$ cat config.mk
export PLATFORM = sky130hd
export DESIGN_NAME = beacon_neighbor_table_election_flat
export DESIGN_NICKNAME = d
export VERILOG_FILES = /design/src/hw/rtl/bne_pkg.sv /design/src/hw/rtl/bne_req_if.sv /design/src/hw/rtl/bne_rsp_if.sv /design/src/hw/rtl/beacon_neighbor_table_election.sv /design/src/flat_wrapper.sv
export SDC_FILE = /design/constraint.sdc
export NUM_CORES = 2
export LEC_CHECK = 0
export BUFFER_PORTS_ARGS = -buffer_cell sky130_fd_sc_hd__buf_2
export CORE_MARGIN = 4
export CORE_UTILIZATION = 50
export CTS_CLUSTER_DIAMETER = 60
export DETAILED_ROUTE_END_ITERATION = 7
export GPL_TIMING_DRIVEN = 0
export HOLD_SLACK_MARGIN = 0.03
export PLACE_DENSITY = 0.66
export SLEW_MARGIN = 10
export SYNTH_ARGS = -nofsm -noshare
export SYNTH_HDL_FRONTEND = slang
export SYNTH_SLANG_ARGS = --single-unit
$ cat constraint.sdc
create_clock -name clk -period 9.3 [get_ports clk]
set_input_delay 0 -clock clk [delete_from_list [all_inputs] [get_ports clk]]
set_output_delay 0 -clock clk [all_outputs]
set_load 0.03 [all_outputs]
$ cat src/hw/rtl/bne_pkg.sv
package bne_pkg;

	localparam int MAX_NEIGHBORS = 32;
	localparam int IDX_W = (MAX_NEIGHBORS > 1) ? $clog2(MAX_NEIGHBORS) : 1;
	localparam int CNT_W = $clog2(MAX_NEIGHBORS + 1);

	localparam int ADDR_W = 48;
	localparam int SCORE_W = 16;

	// The remainder unit folds the bits above the low ten back into the value
	// once per cycle. Nine folds bring a 48-bit address below 1024, and the
	// tenth step takes the final remainder.
	localparam int MOD_STEPS = 10;
	localparam int MOD_CNT_W = $clog2(MOD_STEPS);
	localparam int MOD_W = 10;

	localparam int CFG_IDX_W = 1;
	localparam int CFG_DATA_W = ADDR_W;
	localparam logic [CFG_IDX_W-1:0] CFG_OWN_ADDRESS = 1'b0;
	localparam logic [CFG_IDX_W-1:0] CFG_OWN_CHARGE = 1'b1;

	typedef enum logic [2:0] {
		STAT_NEW       = 3'd0,
		STAT_UPDATED   = 3'd1,
		STAT_BAD_CHECK = 3'd2,
		STAT_OWN       = 3'd3,
		STAT_FULL      = 3'd4,
		STAT_ELECTED   = 3'd5
	} status_t;

	typedef struct packed {
		logic [31:0]        seen_time;
		logic [7:0]         charge;
		logic signed [7:0]  signal_dbm;
		logic [SCORE_W-1:0] score;
		logic [ADDR_W-1:0]  address;
	} nbr_row_t;

endpackage

$ cat src/hw/rtl/bne_req_if.sv
interface bne_req_if;
	logic                          valid;
	logic                          ready;
	logic                          operation;
	logic [bne_pkg::ADDR_W-1:0]    beacon_address;
	logic [7:0]                    beacon_charge;
	logic [31:0]                   beacon_uptime;
	logic [31:0]                   beacon_check;
	logic signed [7:0]             signal_strength;
	logic [31:0]                   time_now;

	modport source (
		output valid, operation, beacon_address, beacon_charge, beacon_uptime,
		       beacon_check, signal_strength, time_now,
		input  ready
	);
	modport sink (
		input  valid, operation, beacon_address, beacon_charge, beacon_uptime,
		       beacon_check, signal_strength, time_now,
		output ready
	);
endinterface

$ cat src/hw/rtl/bne_rsp_if.sv
interface bne_rsp_if;
	logic                       valid;
	logic                       ready;
	logic [2:0]                 status;
	logic [4:0]                 entry_index;
	logic [5:0]                 neighbor_total;
	logic [bne_pkg::ADDR_W-1:0] leader_address;
	logic                       self_is_leader;

	modport source (
		output valid, status, entry_index, neighbor_total, leader_address, self_is_leader,
		input  ready
	);
	modport sink (
		input  valid, status, entry_index, neighbor_total, leader_address, self_is_leader,
		output ready
	);
endinterface

$ cat src/hw/rtl/beacon_neighbor_table_election.sv
// Neighbor table fed by received beacons, with coordinator election.
// The req channel takes one word per item: a beacon (operation 0) or an
// election request (operation 1). The rsp channel returns exactly one word
// per item. cfg_we/cfg_index/cfg_data write own_address (index 0) and
// own_charge (index 1); write them only while no item is in flight.
// A beacon failing its check word, or carrying our own address, goes from
// the check state straight to loading its result. Any other beacon and an
// election pass through the shared remainder-by-1000 unit (one ten-bit fold
// per cycle), the score step, a walk over the stored neighbors in the
// neighbor memory one entry per cycle (a beacon stops at its matching
// entry), the table write (beacons only) and the loading of the result.
// Scores are stored with each entry, so an election only compares. One item
// is worked on at a time; req.ready is high while the sequencer is idle, so
// a new item can be taken in the same cycle that a result appears.
// The result sits in an output register, so a stalled receiver does not
// block the next item from being accepted; the sequencer only waits if a
// second result is ready while the first is still held.
// Reset clears the neighbor count and the beacon counter and loads the
// default configuration; the table memory itself is not cleared.
module beacon_neighbor_table_election (
	input  logic                          clk,
	input  logic                          arst_n,
	input  logic                          cfg_we,
	input  logic [bne_pkg::CFG_IDX_W-1:0] cfg_index,
	input  logic [bne_pkg::CFG_DATA_W-1:0] cfg_data,
	bne_req_if.sink                       req,
	bne_rsp_if.source                     rsp
);
	import bne_pkg::*;

	typedef enum logic [6:0] {
		S_IDLE   = 7'b0000001,
		S_CHECK  = 7'b0000010,
		S_MOD    = 7'b0000100,
		S_SCORE  = 7'b0001000,
		S_SCAN   = 7'b0010000,
		S_WRITE  = 7'b0100000,
		S_FINISH = 7'b1000000
	} state_t;

	function automatic logic [SCORE_W-1:0] score_calc(
		input logic [7:0]        charge,
		input logic signed [7:0] sig,
		input logic [MOD_W-1:0]  rem
	);
		logic signed [8:0] sum;
		logic [6:0]        clip;
		logic [16:0]       acc;
		sum = 9'(sig) + 9'sd120;
		if (sum < 0) begin
			clip = 7'd0;
		end else if (sum > 9'sd90) begin
			clip = 7'd90;
		end else begin
			clip = sum[6:0];
		end
		// Score is always positive and below 2^16 for any charge byte.
		acc = 17'(charge) * 17'd150 + 17'(clip) * 17'd100 + 17'd6000 - 17'(rem) * 17'd6;
		return acc[SCORE_W-1:0];
	endfunction

	state_t               state_q;
	logic                 op_q;
	logic [ADDR_W-1:0]    addr_q;
	logic [7:0]           charge_q;
	logic [31:0]          uptime_q;
	logic [31:0]          check_q;
	logic signed [7:0]    sig_q;
	logic [31:0]          time_q;

	logic [ADDR_W-1:0]    own_addr_q;
	logic [6:0]           own_charge_q;
	logic [CNT_W-1:0]     count_q;
	logic [31:0]          accepted_q;

	logic [ADDR_W-1:0]    mod_sh_q;
	logic [MOD_W-1:0]     mod_rem_q;
	logic [MOD_CNT_W-1:0] mod_cnt_q;

	logic [SCORE_W-1:0]   score_q;
	logic [SCORE_W-1:0]   best_score_q;
	logic [ADDR_W-1:0]    best_addr_q;

	logic [CNT_W-1:0]     issue_q;
	logic                 rd_vld_s1;
	logic [IDX_W-1:0]     rd_idx_s1;
	nbr_row_t             rd_row_s1;
	logic                 found_q;
	logic [IDX_W-1:0]     found_idx_q;

	status_t              res_status_q;
	logic [4:0]           res_entry_q;

	logic                 rsp_vld_q;
	status_t              status_q;
	logic [4:0]           entry_q;
	logic [5:0]           total_q;
	logic [ADDR_W-1:0]    leader_q;
	logic                 self_q;

	nbr_row_t             nbr_mem [MAX_NEIGHBORS];

	logic                 accept;
	logic                 chk_ok;
	logic                 is_own;
	logic                 mod_last;
	logic [ADDR_W-1:0]    mod_fold;
	logic [MOD_W-1:0]     mod_next;
	logic                 room;
	logic                 match_now;
	logic                 better;
	logic                 scan_issue;
	logic                 scan_done;
	logic                 out_free;
	logic                 mem_we;
	logic [IDX_W-1:0]     mem_widx;
	nbr_row_t             mem_wrow;
	logic [SCORE_W-1:0]   own_score;
	logic [SCORE_W-1:0]   nbr_score;

	assign req.ready = (state_q == S_IDLE);
	assign accept = req.valid && req.ready;

	assign chk_ok = (check_q == (addr_q[31:0] ^ {24'd0, charge_q} ^ uptime_q));
	assign is_own = (addr_q == own_addr_q);
	assign room = (count_q < CNT_W'(MAX_NEIGHBORS));

	// Since 1024 is 24 modulo 1000, the bits above the low ten fold back in
	// as sixteen plus eight times their value. Once the value is below 1024,
	// one subtraction of 1000 gives the remainder.
	always_comb begin
		mod_fold = ADDR_W'({mod_sh_q[ADDR_W-1:MOD_W], 4'd0})
			+ ADDR_W'({mod_sh_q[ADDR_W-1:MOD_W], 3'd0})
			+ ADDR_W'(mod_sh_q[MOD_W-1:0]);
		if (mod_sh_q[MOD_W-1:0] >= 10'd1000) begin
			mod_next = mod_sh_q[MOD_W-1:0] - 10'd1000;
		end else begin
			mod_next = mod_sh_q[MOD_W-1:0];
		end
	end
	assign mod_last = (mod_cnt_q == MOD_CNT_W'(MOD_STEPS - 1));

	assign own_score = score_calc({1'b0, own_charge_q}, 8'sd0, mod_rem_q);
	assign nbr_score = score_calc(charge_q, sig_q, mod_rem_q);

	assign match_now = rd_vld_s1 && !op_q && (rd_row_s1.address == addr_q);
	assign better = (rd_row_s1.score > best_score_q)
		|| ((rd_row_s1.score == best_score_q) && (rd_row_s1.address < best_addr_q));
	assign scan_issue = (issue_q < count_q) && !found_q && !match_now;
	assign scan_done = !rd_vld_s1 && ((issue_q >= count_q) || found_q);
	assign out_free = !rsp_vld_q || rsp.ready;

	assign mem_we = (state_q == S_WRITE) && (found_q || room);
	assign mem_widx = found_q ? found_idx_q : count_q[IDX_W-1:0];
	always_comb begin
		mem_wrow.seen_time = time_q;
		mem_wrow.charge = charge_q;
		mem_wrow.signal_dbm = sig_q;
		mem_wrow.score = score_q;
		mem_wrow.address = addr_q;
	end

	always_ff @(posedge clk) begin
		if (mem_we) begin
			nbr_mem[mem_widx] <= mem_wrow;
		end
		rd_row_s1 <= nbr_mem[issue_q[IDX_W-1:0]];
	end

	always_ff @(posedge clk or negedge arst_n) begin
		if (!arst_n) begin
			state_q <= S_IDLE;
			own_addr_q <= '0;
			own_charge_q <= 7'd85;
			count_q <= '0;
			accepted_q <= '0;
			mod_cnt_q <= '0;
			issue_q <= '0;
			rd_vld_s1 <= 1'b0;
			found_q <= 1'b0;
			rsp_vld_q <= 1'b0;
		end else begin
			if (cfg_we) begin
				case (cfg_index)
					CFG_OWN_ADDRESS: own_addr_q <= cfg_data;
					CFG_OWN_CHARGE: own_charge_q <= cfg_data[6:0];
					default: ;
				endcase
			end

			if ((state_q == S_FINISH) && out_free) begin
				rsp_vld_q <= 1'b1;
			end else if (rsp.ready) begin
				rsp_vld_q <= 1'b0;
			end

			case (state_q)
				S_IDLE: begin
					if (accept) begin
						state_q <= S_CHECK;
					end
				end
				S_CHECK: begin
					mod_cnt_q <= '0;
					if (op_q) begin
						state_q <= S_MOD;
					end else if (!chk_ok || is_own) begin
						state_q <= S_FINISH;
					end else begin
						accepted_q <= accepted_q + 32'd1;
						state_q <= S_MOD;
					end
				end
				S_MOD: begin
					mod_cnt_q <= mod_cnt_q + MOD_CNT_W'(1);
					if (mod_last) begin
						state_q <= S_SCORE;
					end
				end
				S_SCORE: begin
					issue_q <= '0;
					rd_vld_s1 <= 1'b0;
					found_q <= 1'b0;
					state_q <= S_SCAN;
				end
				S_SCAN: begin
					rd_vld_s1 <= scan_issue;
					if (scan_issue) begin
						issue_q <= issue_q + CNT_W'(1);
					end
					if (match_now) begin
						found_q <= 1'b1;
					end
					if (scan_done) begin
						state_q <= op_q ? S_FINISH : S_WRITE;
					end
				end
				S_WRITE: begin
					if (!found_q && room) begin
						count_q <= count_q + CNT_W'(1);
					end
					state_q <= S_FINISH;
				end
				S_FINISH: begin
					if (out_free) begin
						state_q <= S_IDLE;
					end
				end
				default: state_q <= S_IDLE;
			endcase
		end
	end

	always_ff @(posedge clk) begin
		case (state_q)
			S_IDLE: begin
				if (accept) begin
					op_q <= req.operation;
					addr_q <= req.beacon_address;
					charge_q <= req.beacon_charge;
					uptime_q <= req.beacon_uptime;
					check_q <= req.beacon_check;
					sig_q <= req.signal_strength;
					time_q <= req.time_now;
				end
			end
			S_CHECK: begin
				mod_rem_q <= '0;
				res_entry_q <= '0;
				mod_sh_q <= op_q ? own_addr_q : addr_q;
				if (op_q) begin
					res_status_q <= STAT_ELECTED;
				end else if (!chk_ok) begin
					res_status_q <= STAT_BAD_CHECK;
				end else if (is_own) begin
					res_status_q <= STAT_OWN;
				end
			end
			S_MOD: begin
				mod_rem_q <= mod_next;
				mod_sh_q <= mod_fold;
			end
			S_SCORE: begin
				score_q <= nbr_score;
				best_score_q <= own_score;
				best_addr_q <= own_addr_q;
			end
			S_SCAN: begin
				rd_idx_s1 <= issue_q[IDX_W-1:0];
				if (match_now) begin
					found_idx_q <= rd_idx_s1;
				end
				if (rd_vld_s1 && op_q && better) begin
					best_score_q <= rd_row_s1.score;
					best_addr_q <= rd_row_s1.address;
				end
			end
			S_WRITE: begin
				if (found_q) begin
					res_status_q <= STAT_UPDATED;
					res_entry_q <= 5'(found_idx_q);
				end else if (room) begin
					res_status_q <= STAT_NEW;
					res_entry_q <= 5'(count_q[IDX_W-1:0]);
				end else begin
					res_status_q <= STAT_FULL;
					res_entry_q <= '0;
				end
			end
			S_FINISH: begin
				if (out_free) begin
					status_q <= res_status_q;
					entry_q <= res_entry_q;
					total_q <= 6'(count_q);
					leader_q <= op_q ? best_addr_q : '0;
					self_q <= op_q && (best_addr_q == own_addr_q);
				end
			end
			default: ;
		endcase
	end

	assign rsp.valid = rsp_vld_q;
	assign rsp.status = status_q;
	assign rsp.entry_index = entry_q;
	assign rsp.neighbor_total = total_q;
	assign rsp.leader_address = leader_q;
	assign rsp.self_is_leader = self_q;

endmodule
$ cat src/flat_wrapper.sv
// flat-port wrapper written by rule: the top's interface ports become plain ports
module beacon_neighbor_table_election_flat import bne_pkg::*;
  (clk, arst_n, cfg_we, cfg_index, cfg_data, req_valid, req_operation, req_beacon_address, req_beacon_charge, req_beacon_uptime, req_beacon_check, req_signal_strength, req_time_now, req_ready, rsp_valid, rsp_status, rsp_entry_index, rsp_neighbor_total, rsp_leader_address, rsp_self_is_leader, rsp_ready);
  bne_req_if req_i ();
  bne_rsp_if rsp_i ();
  input  logic clk;
  input  logic arst_n;
  input  logic cfg_we;
  input  logic [bne_pkg::CFG_IDX_W-1:0] cfg_index;
  input  logic [bne_pkg::CFG_DATA_W-1:0] cfg_data;
  input wire logic [$bits(req_i.valid)-1:0] req_valid;
  input wire logic [$bits(req_i.operation)-1:0] req_operation;
  input wire logic [$bits(req_i.beacon_address)-1:0] req_beacon_address;
  input wire logic [$bits(req_i.beacon_charge)-1:0] req_beacon_charge;
  input wire logic [$bits(req_i.beacon_uptime)-1:0] req_beacon_uptime;
  input wire logic [$bits(req_i.beacon_check)-1:0] req_beacon_check;
  input wire logic [$bits(req_i.signal_strength)-1:0] req_signal_strength;
  input wire logic [$bits(req_i.time_now)-1:0] req_time_now;
  output wire logic [$bits(req_i.ready)-1:0] req_ready;
  output wire logic [$bits(rsp_i.valid)-1:0] rsp_valid;
  output wire logic [$bits(rsp_i.status)-1:0] rsp_status;
  output wire logic [$bits(rsp_i.entry_index)-1:0] rsp_entry_index;
  output wire logic [$bits(rsp_i.neighbor_total)-1:0] rsp_neighbor_total;
  output wire logic [$bits(rsp_i.leader_address)-1:0] rsp_leader_address;
  output wire logic [$bits(rsp_i.self_is_leader)-1:0] rsp_self_is_leader;
  input wire logic [$bits(rsp_i.ready)-1:0] rsp_ready;
  assign req_i.valid = req_valid;
  assign req_i.operation = req_operation;
  assign req_i.beacon_address = req_beacon_address;
  assign req_i.beacon_charge = req_beacon_charge;
  assign req_i.beacon_uptime = req_beacon_uptime;
  assign req_i.beacon_check = req_beacon_check;
  assign req_i.signal_strength = req_signal_strength;
  assign req_i.time_now = req_time_now;
  assign req_ready = req_i.ready;
  assign rsp_valid = rsp_i.valid;
  assign rsp_status = rsp_i.status;
  assign rsp_entry_index = rsp_i.entry_index;
  assign rsp_neighbor_total = rsp_i.neighbor_total;
  assign rsp_leader_address = rsp_i.leader_address;
  assign rsp_self_is_leader = rsp_i.self_is_leader;
  assign rsp_i.ready = rsp_ready;
  beacon_neighbor_table_election u_core (.clk(clk), .arst_n(arst_n), .cfg_we(cfg_we), .cfg_index(cfg_index), .cfg_data(cfg_data), .req(req_i), .rsp(rsp_i));
endmodule
* Yosys cells after proc, flatten, opt, wreduce, memory -nomap -nowiden
Memory sizes are Yosys's and may differ from the RTL's. A register that Yosys moved wholly into a read port is not among the register bits.
Index checks and enable logic that the tools add are counted.
** Operators by class
- Add/sub/neg operators :: 13
- $mul :: 4
- Divide/modulo/power cells :: 0
- $lt $le $gt $ge :: 8
- Equal/unequal tests :: 21
- Shifts and indexed selects :: 0
- Multiplexer cells :: 38
- Bitwise logic cells :: 3
- Reductions and logical operators :: 39
** Operators by type and width (number)
- 48-bit one-hot mux with 2 select lines :: 2
- 48-bit equality test :: 3
- 48-bit two-way mux :: 2
- 7-bit two-way mux :: 9
- 7-bit one-hot mux with 7 select lines :: 1
- 48-bit by 10-bit adder with 48-bit output :: 1
- 48-bit < comparator :: 1
- 42-bit by 41-bit adder with 43-bit output :: 1
- 16-bit by 13-bit adder with 16-bit output, second input constant :: 2
- 32-bit equality test :: 1
- 16-bit one-hot mux with 2 select lines :: 1
- 16-bit by 13-bit subtractor with 16-bit output :: 2
- 32-bit bitwise XOR :: 1
- 32-bit by 8-bit bitwise XOR with 32-bit output :: 1
- 10-bit one-hot mux with 2 select lines :: 1
- 2-bit AND reduction :: 10
- 15-bit by 14-bit adder with 16-bit output, second input constant :: 1
- 16-bit by 14-bit adder with 16-bit output :: 1
- 16-bit equality test :: 1
- 16-bit > comparator :: 1
- 16-bit two-way mux :: 1
- 8-bit by 7-bit multiplier with 15-bit output, second input constant :: 1
- 3-bit two-way mux :: 5
- 5-bit two-way mux :: 3
- 38 further kinds :: 73
** Storage, ports and cells
- Register bits after elaboration :: 461
- Bits in latches :: 0
- Bits in writable memories :: 3584
- ROM bits :: 0
- Input port bits :: 215
- Output and inout bits :: 65
- Word-level logic and storage cells :: 157
- Memories kept :: 1
** Memories
- u_core.nbr_mem :: depth 32, bits a word 112, rd ports 1, clocked after memory_dff 1, wr ports 1, RTL line beacon_neighbor_table_election.sv:101 : nbr_row_t nbr_mem [MAX_NEIGHBORS];

* Depth between registers and ports, before layout
- Word-level depth :: 8
- Gate-level depth with buffers :: 30
- Depth with buffers taken out :: 30

* Worst setup path after synthesis
Ideal clock, no wire load.
- Kind :: register to register
- From :: register u_core.best_addr_q[17]
- To :: register u_core.best_addr_q[0] (enable)
- Setup time :: 0.571 ns
- Data arrival time :: 6.320 ns
- Data required time :: 8.729 ns
- Slack :: 2.409 ns
- Stages on the path, launching flop included :: 13
- Path buffers :: 0
- Period minus slack after synthesis :: 6.891 ns
- Path through :: edfxtp_1 -> inv_1 -> ha_1 -> a21o_1 -> a21o_1 -> a21o_1 -> a21o_1 -> a21o_1 -> a21oi_1 -> o21ai_0 -> a21oi_1 -> a21oi_1 -> o21ai_0
** Between the ends
- Cells in the longest elaborated chain, start to end :: 6
** Ends and longest elaborated chain
- from (decl) :: RTL line beacon_neighbor_table_election.sv:82 : logic [ADDR_W-1:0] best_addr_q;
- from (signal assigned) :: RTL line beacon_neighbor_table_election.sv:286 : best_addr_q <= own_addr_q;
- from (signal assigned) :: RTL line beacon_neighbor_table_election.sv:295 : best_addr_q <= rd_row_s1.address;
- 48-bit < comparator :: RTL line beacon_neighbor_table_election.sv:148 : || ((rd_row_s1.score == best_score_q) && (rd_row_s1.address < best_addr_q));
- 1-bit logical AND :: RTL line beacon_neighbor_table_election.sv:148
- 1-bit logical OR :: RTL line beacon_neighbor_table_election.sv:148
- 1-bit logical AND :: RTL line beacon_neighbor_table_election.sv:293 : if (rd_vld_s1 && op_q && better) begin
- 2-bit by 1-bit != test with 1-bit output (no line)
- 2-bit AND reduction (no line)
No other way between the ends.
A chain may end at the register's enable or synchronous reset.

* Final worst setup path
- From :: register u_core.sig_q[3]
- To :: register u_core.score_q[15], data pin
** Between the ends
- Cells in the longest elaborated chain, start to end :: 8
- Elaborated cells between the ends (all ways) :: 9
- Those cells by class :: add/sub (4); mul (1); order compare (2); mux (2)
** Ends and longest elaborated chain
- from (decl) :: RTL line beacon_neighbor_table_election.sv:68 : logic signed [7:0] sig_q;
- from (signal assigned) :: RTL line beacon_neighbor_table_election.sv:263 : sig_q <= req.signal_strength;
- 8-bit by 8-bit adder with 9-bit output * :: RTL line beacon_neighbor_table_election.sv:49 : sum = 9'(sig) + 9'sd120;
- 9-bit by 8-bit > comparator with 1-bit output :: RTL line beacon_neighbor_table_election.sv:52 : end else if (sum > 9'sd90) begin
- 7-bit two-way mux :: RTL line beacon_neighbor_table_election.sv:52
- 7-bit two-way mux * :: RTL line beacon_neighbor_table_election.sv:50 : if (sum < 0) begin
- 7-bit by 5-bit multiplier with 12-bit output * :: RTL line beacon_neighbor_table_election.sv:58 : acc = 17'(charge) * 17'd150 + 17'(clip) * 17'd100 + 17'd6000 - 17'(rem) * 17'd6;
- 16-bit by 14-bit adder with 16-bit output * :: RTL line beacon_neighbor_table_election.sv:58
- 16-bit by 13-bit adder with 16-bit output * :: RTL line beacon_neighbor_table_election.sv:58
- 16-bit by 13-bit subtractor with 16-bit output * :: RTL line beacon_neighbor_table_election.sv:58
- via u_core.nbr_score[15] :: RTL line beacon_neighbor_table_election.sv:119 : logic [SCORE_W-1:0] nbr_score;
- to (signal assigned) :: RTL line beacon_neighbor_table_election.sv:284 : score_q <= nbr_score;
- to (decl) :: RTL line beacon_neighbor_table_election.sv:80 : logic [SCORE_W-1:0] score_q;
The timed path passes the listed nets; every way through them passes the cells marked *.

==> flow_metrics.tcl <==
set metrics [dict create \
    end_kind "flop" \
    r2r-start "u_core.sig_q[3]" \
    crit_start "u_core.sig_q[3]" \
    combPwrFrac_pct 31.5 \
    dpl_cell_area_um2 113800 \
    vias_per_cell 6.059 \
    antenna_found_initial 18 \
    syn_area_um2 105800 \
    synth.area.top_cells "edfxtp_1 67%, mux4_2 13%, ha_1 3.3%" \
    cp_top_family "adder cells" \
    slowest_delay_ns 0.50 \
    die_area_um2 219000 \
    seq_power_share_pct 39.3 \
    globalRouteOverflowTotal 0 \
    intPower_mw 24.86 \
    rows 168 \
    slowest_stage "fa_1" \
    clk_path_buf_depth 4 \
    synthFlopType "edfxtp_1" \
    power_density_nw_per_um2 289.6 \
    crit_required_ns 9.88 \
    skew_ns 0.08209 \
    startpoint_type "flop" \
    synth_edf_count 2362 \
    dieHeight_um 468.0 \
    num_vias 58935 \
    synth_top_area_cell "edfxtp_1" \
    drt_iter0_drc 6816 \
    hold_class "input pin to async pin" \
    syn-num-nets 6150 \
    switching_power_mw 11.92 \
    start_util_pct 50.39 \
    postCtsResizedCells 0 \
    maxCapViolations 0 \
    final-setup-viol-count 0 \
    grt_max_degree 60 \
    yosys_warnings 0 \
    ys_ff_latch 2506 \
    rsz0062_at_grt "false" \
    synth.distinct_cells 105 \
    routabilityCongestion 0.9451 \
    final.fill_count 14907 \
    cts_buffers 282 \
    crit_buf_inv 4 \
    cts-root-buf "clkbuf_16" \
    cts_tree "done" \
    drt-total-wl_mm 299.6 \
    hold_slack_ns 0.1692 \
    syn_avg_cell_area_um2 18.81 \
    p_leak_nw 42.63 \
    hold_viol 0 \
    io_buffers 247 \
    grt_pass1_vias 59828 \
    antenna_left 0 \
    peakVddDrop_uv 997.9 \
    final_common_cell "edfxtp_1" \
    dp.cells 8818 \
    core_um2 210000 \
    dieWidth_um 468.0 \
    grt_first_pass_wirelength_mm 426.7 \
    tightestPinTransition_ns 1.253 \
    cts_sinks 2506 \
    instances_no_fill 9727 \
    slew_headroom_pct 16.45 \
    yosysSeqAreaShare_pct 70.15 \
    reg2reg_slack_ns 2.37 \
    htree_num_levels 5 \
    fmax_ghz 0.1443 \
    postSynthCellCount 5625 \
    ios 280 \
    drc 0 \
    area_growth_pct 20.03 \
    async_flop_share_pct 3.232 \
    first_pass_iters 6 \
    path_clk_slew_ns 0.06 \
    place_hpwl_mm 210.4 \
    wire_per_inst_um 30.80 \
    final_cell_mix "2362 x edfxtp_1, 630 x mux4_2, 399 x dlygate4sd3_1" \
    clockPowerShare_pct 29.2 \
    status "finished clean" \
    grt_usage_pct 27.37 \
    crit_type "flop to flop" \
    crit_top_cell "ha_1" \
    finalWorstPathRequiredPeriod_ns 6.931 \
    drive_above_1_share_pct 24.11 \
    final_area_um2 127000 \
    slew_violations 0 \
    arrival_ns 7.51 \
    period_share_pct 74.52 \
    path_max_fanout 4 \
    swShare_pct 32.41 \
    clkLatencyLatePin_ns 0.93 \
    synth_top_area_share_pct 67.03 \
    nets 7240 \
]
worst paths after layout:
| check | to | cells past startpoint |
|---|---|---|
| worst min-delay path | u_core.own_addr_q[30] | 4 |
| worst min register to register | u_core.found_idx_q[0] | 0 |
| worst max register to register | u_core.score_q[15] | 28 |
| max in group asynchronous | u_core.state_q[0] | 5 |
| min in group clk | u_core.uptime_q[18] | 3 |
| worst max-delay path | u_core.score_q[15] | 28 |
state kept, by name, summed over array words and instances, names as in the netlist, 10 cells and up:
signal,cells
u_core.own_addr_q,48
u_core.mod_rem_q,10
u_core.rsp.leader_address,48
u_core.score_q,15
u_core.uptime_q,32
u_core.best_score_q,15
u_core.mod_sh_q,48
u_core.addr_q,48
u_core.nbr_mem,2016
u_core.check_q,32
u_core.best_addr_q,48
u_core.rd_row_s1,63
cells by family after synthesis:
| family | count (synthesis) | share of synthesized area, % |
|---|---|---|
| AOI/OAI and AO/OA | 460 | 2.910 |
| xor gates and xnor gates | 321 | 2.686 |
| adders and majority gates | 310 | 3.879 |
| buffers and inverters | 466 | 1.673 |
| DFF | 2506 | 70.15 |
| muxes | 790 | 15.07 |
| and+or+nand+nor | 772 | 3.636 |
power groups by stage:
stage / sequential (mW) / clock [mW] / combinational, mW
6_report: 14.4 / 10.8 / 11.6
4_1_cts: 14.6 / 10.9 / 11.4
3_5_place_dp: 14.8 / 0 / 11.0
2_1_floorplan: 14.5 / 0 / 7.85
5_1_grt: 14.5 / 11.4 / 12.9
3_3_place_gp: 15.1 / 0 / 10.6
cells in the mapped netlist, drive strengths merged, types with 7 or more instances:
| master | n |
|---|---|
| a211oi | 22 |
| a21o | 60 |
| a21oi | 135 |
| a221oi | 7 |
| a31oi | 15 |
| and2 | 64 |
| and3 | 13 |
| and4 | 8 |
| buf | 58 |
| clkbuf | 162 |
| dfrtp | 76 |
| dfxtp | 63 |
| edfxtp | 2362 |
| fa | 30 |
| ha | 280 |
| inv | 246 |
| mux2 | 122 |
| mux2i | 38 |
| mux4 | 630 |
| nand2 | 252 |
| nand2b | 22 |
| nand3 | 49 |
| nand4 | 50 |
| nor2 | 148 |
| nor2b | 31 |
| nor3 | 45 |
| nor4 | 53 |
| o21a | 16 |
| o21ai | 102 |
| o21bai | 19 |
| o31ai | 9 |
| or2 | 8 |
| or3 | 9 |
| xnor2 | 170 |
| xor2 | 150 |
stage by stage:
stage | power, mW | setup WS, ns | TNS (ns) | utilization [%]
final | 36.78 | 2.369 | 0 | 60.48
after global routing | 38.79 | 2.007 | 0 | 60.48
after CTS | 36.85 | 2.383 | 0 | 60.30
after detailed placement | 25.78 | 2.468 | 0 | 54.18
after global placement | 25.63 | -0.8275 | -51.77 | 52.65
after floorplan | 22.37 | 2.409 | 0 | -
routing by layer:
layer / part of all wire, % / vias to the layer above / global-route usage, %
met4: 5.0 / 6 / 12.03
li1: - / 24699 / -
met2: 46 / 3005 / 42.22
met5: 0.014 / - / 0
met1: 40 / 30616 / 38.30
met3: 9.2 / 609 / 5.468
layout make-up:
type	count	area, µm²	share of cell area, %
multi-input cells	2653	30090	23.69
inverters	246	923.4	0.7271
diodes	3	7.507	0.005911
clock buffers	353	7530	5.929
repair buffers	806	8539	6.724
clock inverters	135	1304	1.027
flip-flops and latches	2506	74220	58.44
plain buffers	220	874.6	0.6886
well taps	2805	3510	2.763
timing repair:
action	in CTS	in global routing
buffers inserted	0	0
endpoints found under the hold margin	379	0
endpoints found under the setup margin	0	0
hold buffers	400	0
worst register-to-register path, delay by kind of cell, from the launching register on:
family                   cells  cell delay, ns
AO/OA/AOI/OAI                9            1.77
AND/OR/NAND/NOR              5            0.78
flip-flops                   1            0.41
adder cells (fa/ha/maj)      8            2.67
XOR/XNOR                     2            0.79
buffers and inverters        4            0.23
Power figures use the tool's default switching activity.
